File: src/rtl/ffa_pkg.sv
// ----------------------------------------------------------------------------
// ffa_pkg
// Shared constants, codes and types of the first-fit bitmap block allocator.
// ----------------------------------------------------------------------------
package ffa_pkg;

    localparam int MAX_BLOCKS = 2048;

    localparam int CMD_W  = 2;
    localparam int IDX_W  = 11;
    localparam int CNT_W  = 12;
    localparam int ST_W   = 2;

    localparam int WORD_W = 64;
    localparam int WBIT_W = $clog2(WORD_W);
    localparam int NWORDS = (MAX_BLOCKS + WORD_W - 1) / WORD_W;
    localparam int ADDR_W = (NWORDS > 1) ? $clog2(NWORDS) : 1;
    localparam int LIM_W  = CNT_W - WBIT_W + 1;
    localparam int CMP_W  = (ADDR_W + 1 > LIM_W) ? ADDR_W + 1 : LIM_W;

    localparam logic [CNT_W-1:0] CNT_MAX  = {CNT_W{1'b1}};
    localparam int               FREE_RST_I = (MAX_BLOCKS < 2048) ? MAX_BLOCKS : 2048;
    localparam logic [CNT_W-1:0] FREE_RST = CNT_W'(FREE_RST_I);
    localparam logic [CNT_W-1:0] TOTAL_RST = CNT_W'(2048);

    localparam logic [CMD_W-1:0] CMD_ALLOC  = 2'd0;
    localparam logic [CMD_W-1:0] CMD_FREE   = 2'd1;
    localparam logic [CMD_W-1:0] CMD_FORMAT = 2'd2;

    localparam logic [ST_W-1:0] ST_OK   = 2'd0;
    localparam logic [ST_W-1:0] ST_FULL = 2'd1;
    localparam logic [ST_W-1:0] ST_BAD  = 2'd2;

    typedef enum logic [2:0] {
        S_IDLE,
        S_SCAN,
        S_FREE_RD,
        S_FREE_EV,
        S_RESP
    } t_state;

    typedef struct packed {
        logic              rd_en;
        logic [ADDR_W-1:0] rd_addr;
        logic              wr_en;
        logic [ADDR_W-1:0] wr_addr;
        logic [WORD_W-1:0] wr_data;
        logic              clr;
    } t_bm_req;

    function automatic logic [WBIT_W-1:0] first_set(input logic [WORD_W-1:0] v);
        logic [WBIT_W-1:0] r;
        r = '0;
        for (int i = WORD_W - 1; i >= 0; i--) begin
            if (v[i]) begin
                r = WBIT_W'(i);
            end
        end
        return r;
    endfunction

endpackage

File: src/rtl/ffa_if.sv
// ----------------------------------------------------------------------------
// ffa_if
// Valid/ready channels of the allocator: command in, response out, config.
// ----------------------------------------------------------------------------
interface ffa_in_if;
    logic                       valid;
    logic                       ready;
    logic [ffa_pkg::CMD_W-1:0]  cmd;
    logic [ffa_pkg::IDX_W-1:0]  block_index;

    modport source (output valid, cmd, block_index, input ready);
    modport sink   (input valid, cmd, block_index, output ready);
endinterface

interface ffa_out_if;
    logic                       valid;
    logic                       ready;
    logic [ffa_pkg::ST_W-1:0]   status;
    logic [ffa_pkg::IDX_W-1:0]  granted_block;
    logic [ffa_pkg::CNT_W-1:0]  used_blocks;
    logic [ffa_pkg::CNT_W-1:0]  free_blocks;

    modport source (output valid, status, granted_block, used_blocks, free_blocks,
                    input ready);
    modport sink   (input valid, status, granted_block, used_blocks, free_blocks,
                    output ready);
endinterface

interface ffa_cfg_if;
    logic                       valid;
    logic                       ready;
    logic [ffa_pkg::CNT_W-1:0]  total_blocks;

    modport source (output valid, total_blocks, input ready);
    modport sink   (input valid, total_blocks, output ready);
endinterface

File: src/rtl/first_fit_bitmap_block_allocator.sv
// ----------------------------------------------------------------------------
// first_fit_bitmap_block_allocator
// First-fit block allocator over a used/free bitmap with used/free counters.
// ----------------------------------------------------------------------------
// One command word is taken at a time; the next is accepted as soon as the
// response sits in the output register. The bitmap is 32 words of 64 bits in
// a RAM with a single registered read port, scanned one word per cycle. An
// allocate reads words from the lowest up and stops at the first one that
// holds a free block, or after ceil(count/64) words when no block is free,
// and reads none when the count is zero; a free reads one word and writes
// it back with the bit cleared if it was set; format, out-of-range free and unknown commands answer without reading it.
// Reset and format clear 32 word-valid flags at once: no clearing pass.
// total_blocks above 2048 is clamped; a write to it only takes effect for
// the scan range at once and for the free count at the next format.
// ----------------------------------------------------------------------------
module first_fit_bitmap_block_allocator (
    input  logic         i_clk,
    input  logic         i_rst_n,
    ffa_in_if.sink       i_in,
    ffa_out_if.source    o_out,
    ffa_cfg_if.sink      i_cfg
);

    ffa_pkg::t_state                r_state, n_state;
    logic [ffa_pkg::CNT_W-1:0]      r_total;
    logic [ffa_pkg::CNT_W-1:0]      r_used, n_used;
    logic [ffa_pkg::CNT_W-1:0]      r_free, n_free;
    logic [ffa_pkg::IDX_W-1:0]      r_idx, n_idx;
    logic [ffa_pkg::ADDR_W:0]       r_scan, n_scan;
    logic [ffa_pkg::ADDR_W-1:0]     r_ev_addr, n_ev_addr;
    logic                           r_ev_live, n_ev_live;
    logic [ffa_pkg::ST_W-1:0]       r_res_status, n_res_status;
    logic [ffa_pkg::IDX_W-1:0]      r_res_granted, n_res_granted;
    logic                           r_out_valid, n_out_valid;
    logic [ffa_pkg::ST_W-1:0]       r_out_status, n_out_status;
    logic [ffa_pkg::IDX_W-1:0]      r_out_granted, n_out_granted;
    logic [ffa_pkg::CNT_W-1:0]      r_out_used, n_out_used;
    logic [ffa_pkg::CNT_W-1:0]      r_out_free, n_out_free;

    ffa_pkg::t_bm_req               bm_req;
    logic [ffa_pkg::WORD_W-1:0]     rdata;

    logic [ffa_pkg::CNT_W-1:0]      cnt;
    logic [ffa_pkg::CNT_W-ffa_pkg::WBIT_W-1:0] full_words;
    logic [ffa_pkg::LIM_W-1:0]      lim;
    logic                           issue;
    logic [ffa_pkg::WORD_W-1:0]     mask;
    logic [ffa_pkg::WORD_W-1:0]     avail;
    logic                           found;
    logic [ffa_pkg::WBIT_W-1:0]     abit;
    logic [ffa_pkg::WBIT_W-1:0]     fbit;
    logic                           in_ready;
    logic                           accept_in;
    logic                           idx_ok;
    logic                           out_room;

    ffa_bitmap u_bitmap (
        .i_clk   (i_clk),
        .i_rst_n (i_rst_n),
        .i_req   (bm_req),
        .o_rdata (rdata)
    );

    assign cnt = (int'(r_total) > ffa_pkg::MAX_BLOCKS)
               ? ffa_pkg::CNT_W'(ffa_pkg::MAX_BLOCKS) : r_total;
    assign full_words = cnt[ffa_pkg::CNT_W-1:ffa_pkg::WBIT_W];
    assign lim = ffa_pkg::LIM_W'(full_words)
               + ffa_pkg::LIM_W'(cnt[ffa_pkg::WBIT_W-1:0] != '0);
    assign issue = (r_state == ffa_pkg::S_SCAN)
                && (ffa_pkg::CMP_W'(r_scan) < ffa_pkg::CMP_W'(lim));

    always_comb begin
        if (ffa_pkg::CMP_W'(r_ev_addr) < ffa_pkg::CMP_W'(full_words)) begin
            mask = '1;
        end else if (ffa_pkg::CMP_W'(r_ev_addr) == ffa_pkg::CMP_W'(full_words)) begin
            mask = (ffa_pkg::WORD_W'(1) << cnt[ffa_pkg::WBIT_W-1:0])
                 - ffa_pkg::WORD_W'(1);
        end else begin
            mask = '0;
        end
    end

    assign avail = ~rdata & mask;
    assign found = |avail;
    assign abit  = ffa_pkg::first_set(avail);
    assign fbit  = r_idx[ffa_pkg::WBIT_W-1:0];

    assign in_ready  = (r_state == ffa_pkg::S_IDLE);
    assign accept_in = i_in.valid && in_ready;
    assign idx_ok    = ffa_pkg::CNT_W'(i_in.block_index) < cnt;
    assign out_room  = !r_out_valid || o_out.ready;

    assign i_in.ready           = in_ready;
    assign i_cfg.ready          = 1'b1;
    assign o_out.valid          = r_out_valid;
    assign o_out.status         = r_out_status;
    assign o_out.granted_block  = r_out_granted;
    assign o_out.used_blocks    = r_out_used;
    assign o_out.free_blocks    = r_out_free;

    // next state
    always_comb begin
        n_state = r_state;
        case (r_state)
            ffa_pkg::S_IDLE: begin
                if (accept_in) begin
                    if (i_in.cmd == ffa_pkg::CMD_ALLOC) begin
                        n_state = ffa_pkg::S_SCAN;
                    end else if (i_in.cmd == ffa_pkg::CMD_FREE && idx_ok) begin
                        n_state = ffa_pkg::S_FREE_RD;
                    end else begin
                        n_state = ffa_pkg::S_RESP;
                    end
                end
            end
            ffa_pkg::S_SCAN: begin
                if ((r_ev_live && found) || (!r_ev_live && !issue)) begin
                    n_state = ffa_pkg::S_RESP;
                end
            end
            ffa_pkg::S_FREE_RD: n_state = ffa_pkg::S_FREE_EV;
            ffa_pkg::S_FREE_EV: n_state = ffa_pkg::S_RESP;
            ffa_pkg::S_RESP: begin
                if (out_room) begin
                    n_state = ffa_pkg::S_IDLE;
                end
            end
            default: n_state = ffa_pkg::S_IDLE;
        endcase
    end

    // datapath and bitmap requests
    always_comb begin
        n_used        = r_used;
        n_free        = r_free;
        n_idx         = r_idx;
        n_scan        = r_scan;
        n_ev_addr     = r_ev_addr;
        n_ev_live     = r_ev_live;
        n_res_status  = r_res_status;
        n_res_granted = r_res_granted;
        n_out_valid   = r_out_valid && !o_out.ready;
        n_out_status  = r_out_status;
        n_out_granted = r_out_granted;
        n_out_used    = r_out_used;
        n_out_free    = r_out_free;
        bm_req        = '0;

        case (r_state)
            ffa_pkg::S_IDLE: begin
                if (accept_in) begin
                    n_idx         = i_in.block_index;
                    n_scan        = '0;
                    n_ev_live     = 1'b0;
                    n_res_granted = '0;
                    n_res_status  = ffa_pkg::ST_BAD;
                    case (i_in.cmd)
                        ffa_pkg::CMD_FORMAT: begin
                            bm_req.clr   = 1'b1;
                            n_used       = '0;
                            n_free       = cnt;
                            n_res_status = ffa_pkg::ST_OK;
                        end
                        default: ;
                    endcase
                end
            end
            ffa_pkg::S_SCAN: begin
                bm_req.rd_en   = issue;
                bm_req.rd_addr = r_scan[ffa_pkg::ADDR_W-1:0];
                n_ev_live      = issue;
                n_ev_addr      = r_scan[ffa_pkg::ADDR_W-1:0];
                if (issue) begin
                    n_scan = r_scan + 1'b1;
                end
                if (r_ev_live && found) begin
                    bm_req.wr_en   = 1'b1;
                    bm_req.wr_addr = r_ev_addr;
                    bm_req.wr_data = rdata | (ffa_pkg::WORD_W'(1) << abit);
                    n_used         = (r_used < ffa_pkg::CNT_MAX) ? r_used + 1'b1 : r_used;
                    n_free         = (r_free != '0) ? r_free - 1'b1 : r_free;
                    n_res_status   = ffa_pkg::ST_OK;
                    n_res_granted  = ffa_pkg::IDX_W'({r_ev_addr, abit});
                end else if (!r_ev_live && !issue) begin
                    n_res_status  = ffa_pkg::ST_FULL;
                end
            end
            ffa_pkg::S_FREE_RD: begin
                bm_req.rd_en   = 1'b1;
                bm_req.rd_addr = ffa_pkg::ADDR_W'(r_idx >> ffa_pkg::WBIT_W);
            end
            ffa_pkg::S_FREE_EV: begin
                if (rdata[fbit]) begin
                    bm_req.wr_en   = 1'b1;
                    bm_req.wr_addr = ffa_pkg::ADDR_W'(r_idx >> ffa_pkg::WBIT_W);
                    bm_req.wr_data = rdata & ~(ffa_pkg::WORD_W'(1) << fbit);
                    n_used         = (r_used != '0) ? r_used - 1'b1 : r_used;
                    n_free         = (r_free < ffa_pkg::CNT_MAX) ? r_free + 1'b1 : r_free;
                    n_res_status   = ffa_pkg::ST_OK;
                end else begin
                    n_res_status   = ffa_pkg::ST_BAD;
                end
            end
            ffa_pkg::S_RESP: begin
                if (out_room) begin
                    n_out_valid   = 1'b1;
                    n_out_status  = r_res_status;
                    n_out_granted = r_res_granted;
                    n_out_used    = r_used;
                    n_out_free    = r_free;
                end
            end
            default: ;
        endcase
    end

    always_ff @(posedge i_clk) begin
        if (!i_rst_n) begin
            r_state     <= ffa_pkg::S_IDLE;
            r_total     <= ffa_pkg::TOTAL_RST;
            r_used      <= '0;
            r_free      <= ffa_pkg::FREE_RST;
            r_ev_live   <= 1'b0;
            r_out_valid <= 1'b0;
        end else begin
            r_state     <= n_state;
            r_used      <= n_used;
            r_free      <= n_free;
            r_ev_live   <= n_ev_live;
            r_out_valid <= n_out_valid;
            if (i_cfg.valid) begin
                r_total <= i_cfg.total_blocks;
            end
        end
    end

    always_ff @(posedge i_clk) begin
        r_idx         <= n_idx;
        r_scan        <= n_scan;
        r_ev_addr     <= n_ev_addr;
        r_res_status  <= n_res_status;
        r_res_granted <= n_res_granted;
        r_out_status  <= n_out_status;
        r_out_granted <= n_out_granted;
        r_out_used    <= n_out_used;
        r_out_free    <= n_out_free;
    end

endmodule

File: src/rtl/ffa_bitmap.sv
// ----------------------------------------------------------------------------
// ffa_bitmap
// In-use bitmap held as 64-bit words in a one-port-read, one-port-write RAM.
// A per-word valid flag makes unwritten words read as all free.
// ----------------------------------------------------------------------------
module ffa_bitmap (
    input  logic                          i_clk,
    input  logic                          i_rst_n,
    input  ffa_pkg::t_bm_req              i_req,
    output logic [ffa_pkg::WORD_W-1:0]    o_rdata
);

    logic [ffa_pkg::WORD_W-1:0] mem [ffa_pkg::NWORDS];
    logic [ffa_pkg::NWORDS-1:0] r_vld;
    logic [ffa_pkg::WORD_W-1:0] r_rdata;
    logic                       r_rd_vld;

    always_ff @(posedge i_clk) begin
        if (i_req.wr_en) begin
            mem[i_req.wr_addr] <= i_req.wr_data;
        end
        if (i_req.rd_en) begin
            r_rdata <= mem[i_req.rd_addr];
        end
    end

    always_ff @(posedge i_clk) begin
        if (!i_rst_n) begin
            r_vld    <= '0;
            r_rd_vld <= 1'b0;
        end else begin
            if (i_req.clr) begin
                r_vld <= '0;
            end else if (i_req.wr_en) begin
                r_vld[i_req.wr_addr] <= 1'b1;
            end
            if (i_req.rd_en) begin
                r_rd_vld <= r_vld[i_req.rd_addr];
            end
        end
    end

    assign o_rdata = r_rd_vld ? r_rdata : '0;

endmodule

File: src/flat_wrapper.sv
// flat-port wrapper written by rule: the top's interface ports become plain ports
module first_fit_bitmap_block_allocator_flat 
  (i_clk, i_rst_n, i_in_valid, i_in_cmd, i_in_block_index, i_in_ready, o_out_valid, o_out_status, o_out_granted_block, o_out_used_blocks, o_out_free_blocks, o_out_ready, i_cfg_valid, i_cfg_total_blocks, i_cfg_ready);
  ffa_in_if i_in_i ();
  ffa_out_if o_out_i ();
  ffa_cfg_if i_cfg_i ();
  input  logic i_clk;
  input  logic i_rst_n;
  input wire logic [$bits(i_in_i.valid)-1:0] i_in_valid;
  input wire logic [$bits(i_in_i.cmd)-1:0] i_in_cmd;
  input wire logic [$bits(i_in_i.block_index)-1:0] i_in_block_index;
  output wire logic [$bits(i_in_i.ready)-1:0] i_in_ready;
  output wire logic [$bits(o_out_i.valid)-1:0] o_out_valid;
  output wire logic [$bits(o_out_i.status)-1:0] o_out_status;
  output wire logic [$bits(o_out_i.granted_block)-1:0] o_out_granted_block;
  output wire logic [$bits(o_out_i.used_blocks)-1:0] o_out_used_blocks;
  output wire logic [$bits(o_out_i.free_blocks)-1:0] o_out_free_blocks;
  input wire logic [$bits(o_out_i.ready)-1:0] o_out_ready;
  input wire logic [$bits(i_cfg_i.valid)-1:0] i_cfg_valid;
  input wire logic [$bits(i_cfg_i.total_blocks)-1:0] i_cfg_total_blocks;
  output wire logic [$bits(i_cfg_i.ready)-1:0] i_cfg_ready;
  assign i_in_i.valid = i_in_valid;
  assign i_in_i.cmd = i_in_cmd;
  assign i_in_i.block_index = i_in_block_index;
  assign i_in_ready = i_in_i.ready;
  assign o_out_valid = o_out_i.valid;
  assign o_out_status = o_out_i.status;
  assign o_out_granted_block = o_out_i.granted_block;
  assign o_out_used_blocks = o_out_i.used_blocks;
  assign o_out_free_blocks = o_out_i.free_blocks;
  assign o_out_i.ready = o_out_ready;
  assign i_cfg_i.valid = i_cfg_valid;
  assign i_cfg_i.total_blocks = i_cfg_total_blocks;
  assign i_cfg_ready = i_cfg_i.ready;
  first_fit_bitmap_block_allocator u_core (.i_clk(i_clk), .i_rst_n(i_rst_n), .i_in(i_in_i), .o_out(o_out_i), .i_cfg(i_cfg_i));
endmodule
File: config.mk
export PLATFORM = sky130hd
export DESIGN_NAME = first_fit_bitmap_block_allocator_flat
export DESIGN_NICKNAME = d
export VERILOG_FILES = /design/src/rtl/ffa_pkg.sv /design/src/rtl/ffa_if.sv /design/src/rtl/first_fit_bitmap_block_allocator.sv /design/src/rtl/ffa_bitmap.sv /design/src/flat_wrapper.sv
export SDC_FILE = /design/constraint.sdc
export NUM_CORES = 2
export LEC_CHECK = 0
export BUFFER_PORTS_ARGS = -buffer_cell sky130_fd_sc_hd__buf_2
export CAP_MARGIN = 40
export CORE_AREA = 2 2 409 411
export CTS_CLUSTER_DIAMETER = 60
export DETAILED_ROUTE_END_ITERATION = 10
export DIE_AREA = 0 0 411 413
export PLACE_DENSITY = 0.82
export SLEW_MARGIN = 20
export SYNTH_ARGS = -nofsm -noshare
export SYNTH_HDL_FRONTEND = slang
export SYNTH_SLANG_ARGS = --single-unit
File: constraint.sdc
create_clock -name i_clk -period 10.9 [get_ports i_clk]
set_input_delay 1.09 -clock i_clk [delete_from_list [all_inputs] [get_ports i_clk]]
set_output_delay 1.09 -clock i_clk [all_outputs]
set_load 0.05 [all_outputs]
# After elaboration in Yosys (flattened, before gate mapping)
# Memories as Yosys holds them, arrays and structs flattened. A register that Yosys moved wholly into a read port is not among the register bits.
# Cells that the tools add are included.
# word_totals
reg_bits	146
ram_bits	2048
elab_cells	214
n_memories	1
# classes
n_addsub	7
magnitude_cmp	10
n_eq_ne	19
shift	3
n_mux	119
bitwise_logic	7
n_reduce_logical	31
# mem_list
memory	words	word_bits	read_ports	rd_ports_with_merged_regs	write_ports	line	source
u_core.u_bitmap.mem	32	64	1	1	1	ffa_bitmap.sv:13	logic [ffa_pkg::WORD_W-1:0] mem [ffa_pkg::NWORDS];
# op_table
cell	count
two-way mux 6 bit	66
two-way mux 64 bit	3
left shift 1 x 6 -> 64 bit (first input constant)	3
two-way mux 12 bit	13
two-way mux 70 bit	2
one-hot mux 70 bit (2 select lines)	1
bitwise AND 64 bit	2
NOT 64 bit	2
one-hot mux 12 bit (3 select lines)	2
OR 64 bit	1
OR reduction 64 bit	1
subtractor 64 x 2 -> 64 bit (second input constant)	1
OR 32 bit	1
adder 12 x 1 -> 12 bit (second input constant)	2
less-than comparator 12 bit (second input constant)	2
one-hot mux 6 bit (2 select lines)	2
nonzero test 12 bit	2
subtractor 12 x 1 -> 12 bit (second input constant)	2
two-way mux 11 bit	2
one-hot mux 11 bit (2 select lines)	1
two-way mux 3 bit	5
one-hot mux 3 bit (5 select lines)	1
AND reduction 7 bit	2
> comparator 12 bit (second input constant)	1
36 further kinds	76

# Longest topological paths before layout
# logic_depth
word_depth	80
depth_mapped	27
ltp_nobuf	17

# Cells and area by module
# From an unflattened synthesis, not the netlist that was laid out.
# unflattened
cells_unflattened	4848
area_unflattened_um2	93832.5
# by_module_without_submodules
module	n_inst	cells_per_inst	area_per_inst_um2	seq_area_each_um2
ffa_bitmap	1	3293	81207.9	64081.5
first_fit_bitmap_block_allocator	1	1555	12624.6	2982.9

# Least setup slack after synthesis
# Ideal clock, no wire load.
# synth_path
path_kind	register -> register
startpoint	register u_core.r_total[11] in the netlist's numbering
endpoint	memory u_core.u_bitmap.mem[9][0] in the netlist's numbering, enable pin
arrival_ns	10.677
required_time_ns	10.252
path_slack_ns	-0.425
stages_incl_launch_ff	22
n_path_buf	9
path_cell_list	dfxtp_1 > buf_2 > buf_2 > buf_2 > inv_1 > clkbuf_1 > nand2_1 > ha_1 > and3_1 > o21ai_0 > a21o_1 > buf_2 > clkbuf_1 > buf_2 > buf_2 > a311o_1 > a21boi_0 > nand4bb_4 > o41ai_2 > buf_2 > o21ai_1 > nor4_1
# synth_via
elab_chain_len	13
word_cells_on_any_way	15
# synth_lines
item	line	source
from (decl)	first_fit_bitmap_block_allocator.sv:25	logic [ffa_pkg::CNT_W-1:0] r_total;
from (signal assigned)	first_fit_bitmap_block_allocator.sv:220	r_total <= ffa_pkg::TOTAL_RST;
from (signal assigned)	first_fit_bitmap_block_allocator.sv:232	r_total <= i_cfg.total_blocks;
> comparator 12 bit	first_fit_bitmap_block_allocator.sv:64	assign cnt = (int'(r_total) > ffa_pkg::MAX_BLOCKS)
two-way mux 12 bit *	first_fit_bitmap_block_allocator.sv:65	? ffa_pkg::CNT_W'(ffa_pkg::MAX_BLOCKS) : r_total;
left shift 1 x 6 -> 64 bit	first_fit_bitmap_block_allocator.sv:76	mask = (ffa_pkg::WORD_W'(1) << cnt[ffa_pkg::WBIT_W-1:0])
subtractor 64 x 2 -> 64 bit	first_fit_bitmap_block_allocator.sv:77	- ffa_pkg::WORD_W'(1);
two-way mux 64 bit	first_fit_bitmap_block_allocator.sv:75	end else if (ffa_pkg::CMP_W'(r_ev_addr) == ffa_pkg::CMP_W'(full_words)) begin
two-way mux 64 bit *	first_fit_bitmap_block_allocator.sv:73	if (ffa_pkg::CMP_W'(r_ev_addr) < ffa_pkg::CMP_W'(full_words)) begin
bitwise AND 64 bit *	first_fit_bitmap_block_allocator.sv:83	assign avail = ~rdata & mask;
OR reduction 64 bit *	first_fit_bitmap_block_allocator.sv:84	assign found = |avail;
logical AND 1 bit *	first_fit_bitmap_block_allocator.sv:176	if (r_ev_live && found) begin
two-way mux 70 bit *	first_fit_bitmap_block_allocator.sv:176	
one-hot mux 70 bit (2 select lines) *	first_fit_bitmap_block_allocator.sv:149	case (r_state)
two-way mux 1 bit	ffa_bitmap.sv:19	if (i_req.wr_en) begin
two-way mux 1 bit (not written as such)	ffa_bitmap.sv:20	mem[i_req.wr_addr] <= i_req.wr_data;
to (decl)	ffa_bitmap.sv:13	
# Every way passes the cells marked *; elsewhere a longest branch is shown, timed or not.

# Final worst setup path
# layout_path
startpoint	register u_core.r_total[0] in the netlist's numbering
endpoint	memory u_core.u_bitmap.mem[23][53] in the netlist's numbering, enable pin
# Same word-level chain as after synthesis.

==> flow_metrics.tcl <==
set metrics [dict create \
    startpoint_type "flop" \
    final_nets 5788 \
    cts-resized-gates 0 \
    period_needed_ps 8300 \
    worstPathArrival_ps 8790 \
    core-area_mm2 0.166 \
    hold_path.class "reg2reg" \
    fp.dieW_um 411 \
    maxSlewHeadroom_pct 28.3 \
    drive_above_1_share_pct 22.1 \
    htree_num_levels 4 \
    path_class "reg2reg" \
    overflow 0 \
    cts_tree "done" \
    yosysUniqueCellTypes 108 \
    drc_errors 0 \
    hold_viol 0 \
    final.setup.tns_ps 0 \
    numCtsBuffers 204 \
    hold_depth 0 \
    drtIter0Drc 9874 \
    dp_hpwl_um 158000 \
    syn_area_mm2 0.0936 \
    drt_wl_total_um 284000 \
    finalSetupViolCount 0 \
    cp.required_ps 11390 \
    stdcell_count 8085 \
    synth_top_flop_cell "edfxtp_1" \
    grt_pass1_vias 56900 \
    syn_to_final_growth_pct 12.5 \
    routed-via-count 57800 \
    r2r_cells 19 \
    clock-skew-final_ps 75.1 \
    final_common_cell "edfxtp_1" \
    top_layer_used "met5" \
    syn_avg_cell_area_um2 16.9 \
    cts-root-buf "clkbuf_16" \
    synth_edf_count 2184 \
    yosys_warnings 0 \
    p_leak_nw 28.6 \
    cts.clk_slew.worst_paths_ps 70 \
    wl_met2_um 133000 \
    syn-instance-count 5554 \
    cp-end-kind "flop" \
    num_io_pins 70 \
    clockBufferDepth 3 \
    track_usage_pct 33.4 \
    clock_latency_ps 890 \
    crit_fanout 37 \
    grt_pass1_wl_um 404000 \
    dp_cells 7697 \
    cts_setup_buffers 0 \
    met1_length_um 98100 \
    rows 150 \
    cts_sinks 2258 \
    die_area_mm2 0.170 \
    fp.dieH_um 413 \
    ant_nets 0 \
    rsz0062_at_grt "no" \
    portBuffers 68 \
    antenna_found_initial 9 \
    wire_per_inst_um 35.1 \
    dr.pass1.iters 6 \
    gp_congestion 1.04 \
    cap_violations 0 \
    grt_max_degree 139 \
    power_density_mw_per_mm2 170 \
    avgViaCountPerCell 7.14 \
    met3_length_um 34900 \
    fin_crit_sh_pct 76.2 \
    ir_drop_mv 0.159 \
    status "completed" \
    synth_seq_area_share_pct 71.6 \
    synth_seq_cells 2258 \
    max_freq_mhz 120 \
    initial_core_util_pct 56.4 \
    total_power_mw 17.9 \
    async_reset_ff_share_pct 0 \
    worst_slew_pin_slew_ps 1070 \
    maxSlewViolCount 0 \
    final_cell_mix "2184 x edfxtp_1, 768 x nand2_1, 540 x mux4_2" \
    syn-num-nets 5630 \
    postCtsHoldBufs 0 \
]
[routing by layer]
metal  GRT usage, %  up-vias
met5              0        -
met4           18.0        6
met3           7.54      927
met2           52.1     5308
met1           44.1    29100
li1               -    22400
[cell usage after synthesis, types with 28 or more instances]
| cell type | number | area [µm²] |
|---|---|---|
| ha_1 | 44 | 551 |
| a211oi_1 | 30 | 225 |
| o211ai_1 | 32 | 240 |
| nand3_1 | 366 | 1830 |
| nand4_1 | 29 | 181 |
| nor3_1 | 49 | 245 |
| a21oi_1 | 166 | 831 |
| buf_1 | 85 | 319 |
| nor4_1 | 28 | 175 |
| inv_1 | 35 | 131 |
| nand2_1 | 768 | 2880 |
| dfxtp_1 | 74 | 1480 |
| edfxtp_1 | 2184 | 65600 |
| clkbuf_1 | 215 | 807 |
| nor2_1 | 174 | 653 |
| o21ai_0 | 145 | 726 |
| o22ai_1 | 36 | 225 |
| and2_1 | 28 | 175 |
| o31ai_1 | 40 | 300 |
| nand2b_1 | 30 | 188 |
| mux4_2 | 540 | 12200 |
[cells by family after synthesis]
logic type,share of synthesized area (%)
AOI/OAI and AO/OA,4.53
xor gates and xnor gates,0.346
and+or+nand+nor,8.08
buffers and inverters,1.62
muxes,13.2
DFF,71.6
other,0.00400
adders and majority gates,0.631
[worst max-delay path, stage by stage, from the launching register on]
cell and delay (ps):
dfxtp_1 840, nor2_1 230, nand2_1 190, nand2_1 220, inv_1 140, ha_1 420
o31ai_2 200, or3_1 470, nor2_1 630, a21oi_1 140, a311o_1 400, a21boi_0 560
nand4bb_4 240, o41ai_2 500, buf_4 270, o21a_1 610, a31oi_1 390, nor2_4 150
buf_4 510, buf_4 680
[sequential cells by signal (all words and copies together), names as in the netlist]
| name | cells |
|---|---|
| u_core.u_bitmap.mem | 2048 |
| u_core.u_bitmap.r_rdata | 64 |
| u_core.u_bitmap.r_vld | 32 |
| u_core.o_out.free_blocks | 12 |
| u_core.o_out.used_blocks | 12 |
| u_core.r_free | 12 |
| u_core.r_total | 12 |
| u_core.r_used | 12 |
| u_core.o_out.granted_block | 11 |
| u_core.r_idx | 11 |
| u_core.r_res_granted | 11 |
| u_core.r_scan | 6 |
| u_core.r_ev_addr | 5 |
| u_core.r_state | 3 |
| u_core.o_out.status | 2 |
| u_core.r_res_status | 2 |
| u_core.o_out.valid | 1 |
| u_core.r_ev_live | 1 |
| u_core.u_bitmap.r_rd_vld | 1 |
[final timing paths]
kind | from | to | slack [ps]
setup / recovery | u_core.r_total[0] | u_core.u_bitmap.mem[23][53] | 2600
hold / removal | u_core.r_res_status[1] | u_core.o_out.status[1] | 400
setup reg to reg | u_core.r_total[0] | u_core.u_bitmap.mem[23][53] | 2600
hold reg to reg | u_core.r_res_status[1] | u_core.o_out.status[1] | 400
[final cells by class]
type / instances / area, µm²
clock buffer: 246 / 5290
sequential: 2258 / 67100
antenna: 4 / 10.0
fill: 10500 / 60500
timing repair buffer: 292 / 2620
clock inverter: 125 / 1610
tap: 2204 / 2760
inverter: 36 / 135
multi-input combinational: 2920 / 25900
[through the flow]
step / setup slack, ps / utilization, % / instance area, µm² / hold slack [ps]
finish: 2600 / 63.5 / 105000 / 398
global route: 2410 / 63.5 / 105000 / 398
CTS: 2710 / 63.4 / 105000 / 374
detailed placement: 2840 / 59.2 / 98200 / 405
global placement: 2970 / 58.8 / 97600 / 404
floorplan: -425 / - / 93600 / 400
[where the power goes]
part	internal (mW)	switching, mW
Combinational	0.283	0.644
Clock	4.14	3.29
Sequential	9.44	0.0717
Total	13.9	4.01
Note: power is estimated with default switching activity, not from simulation.
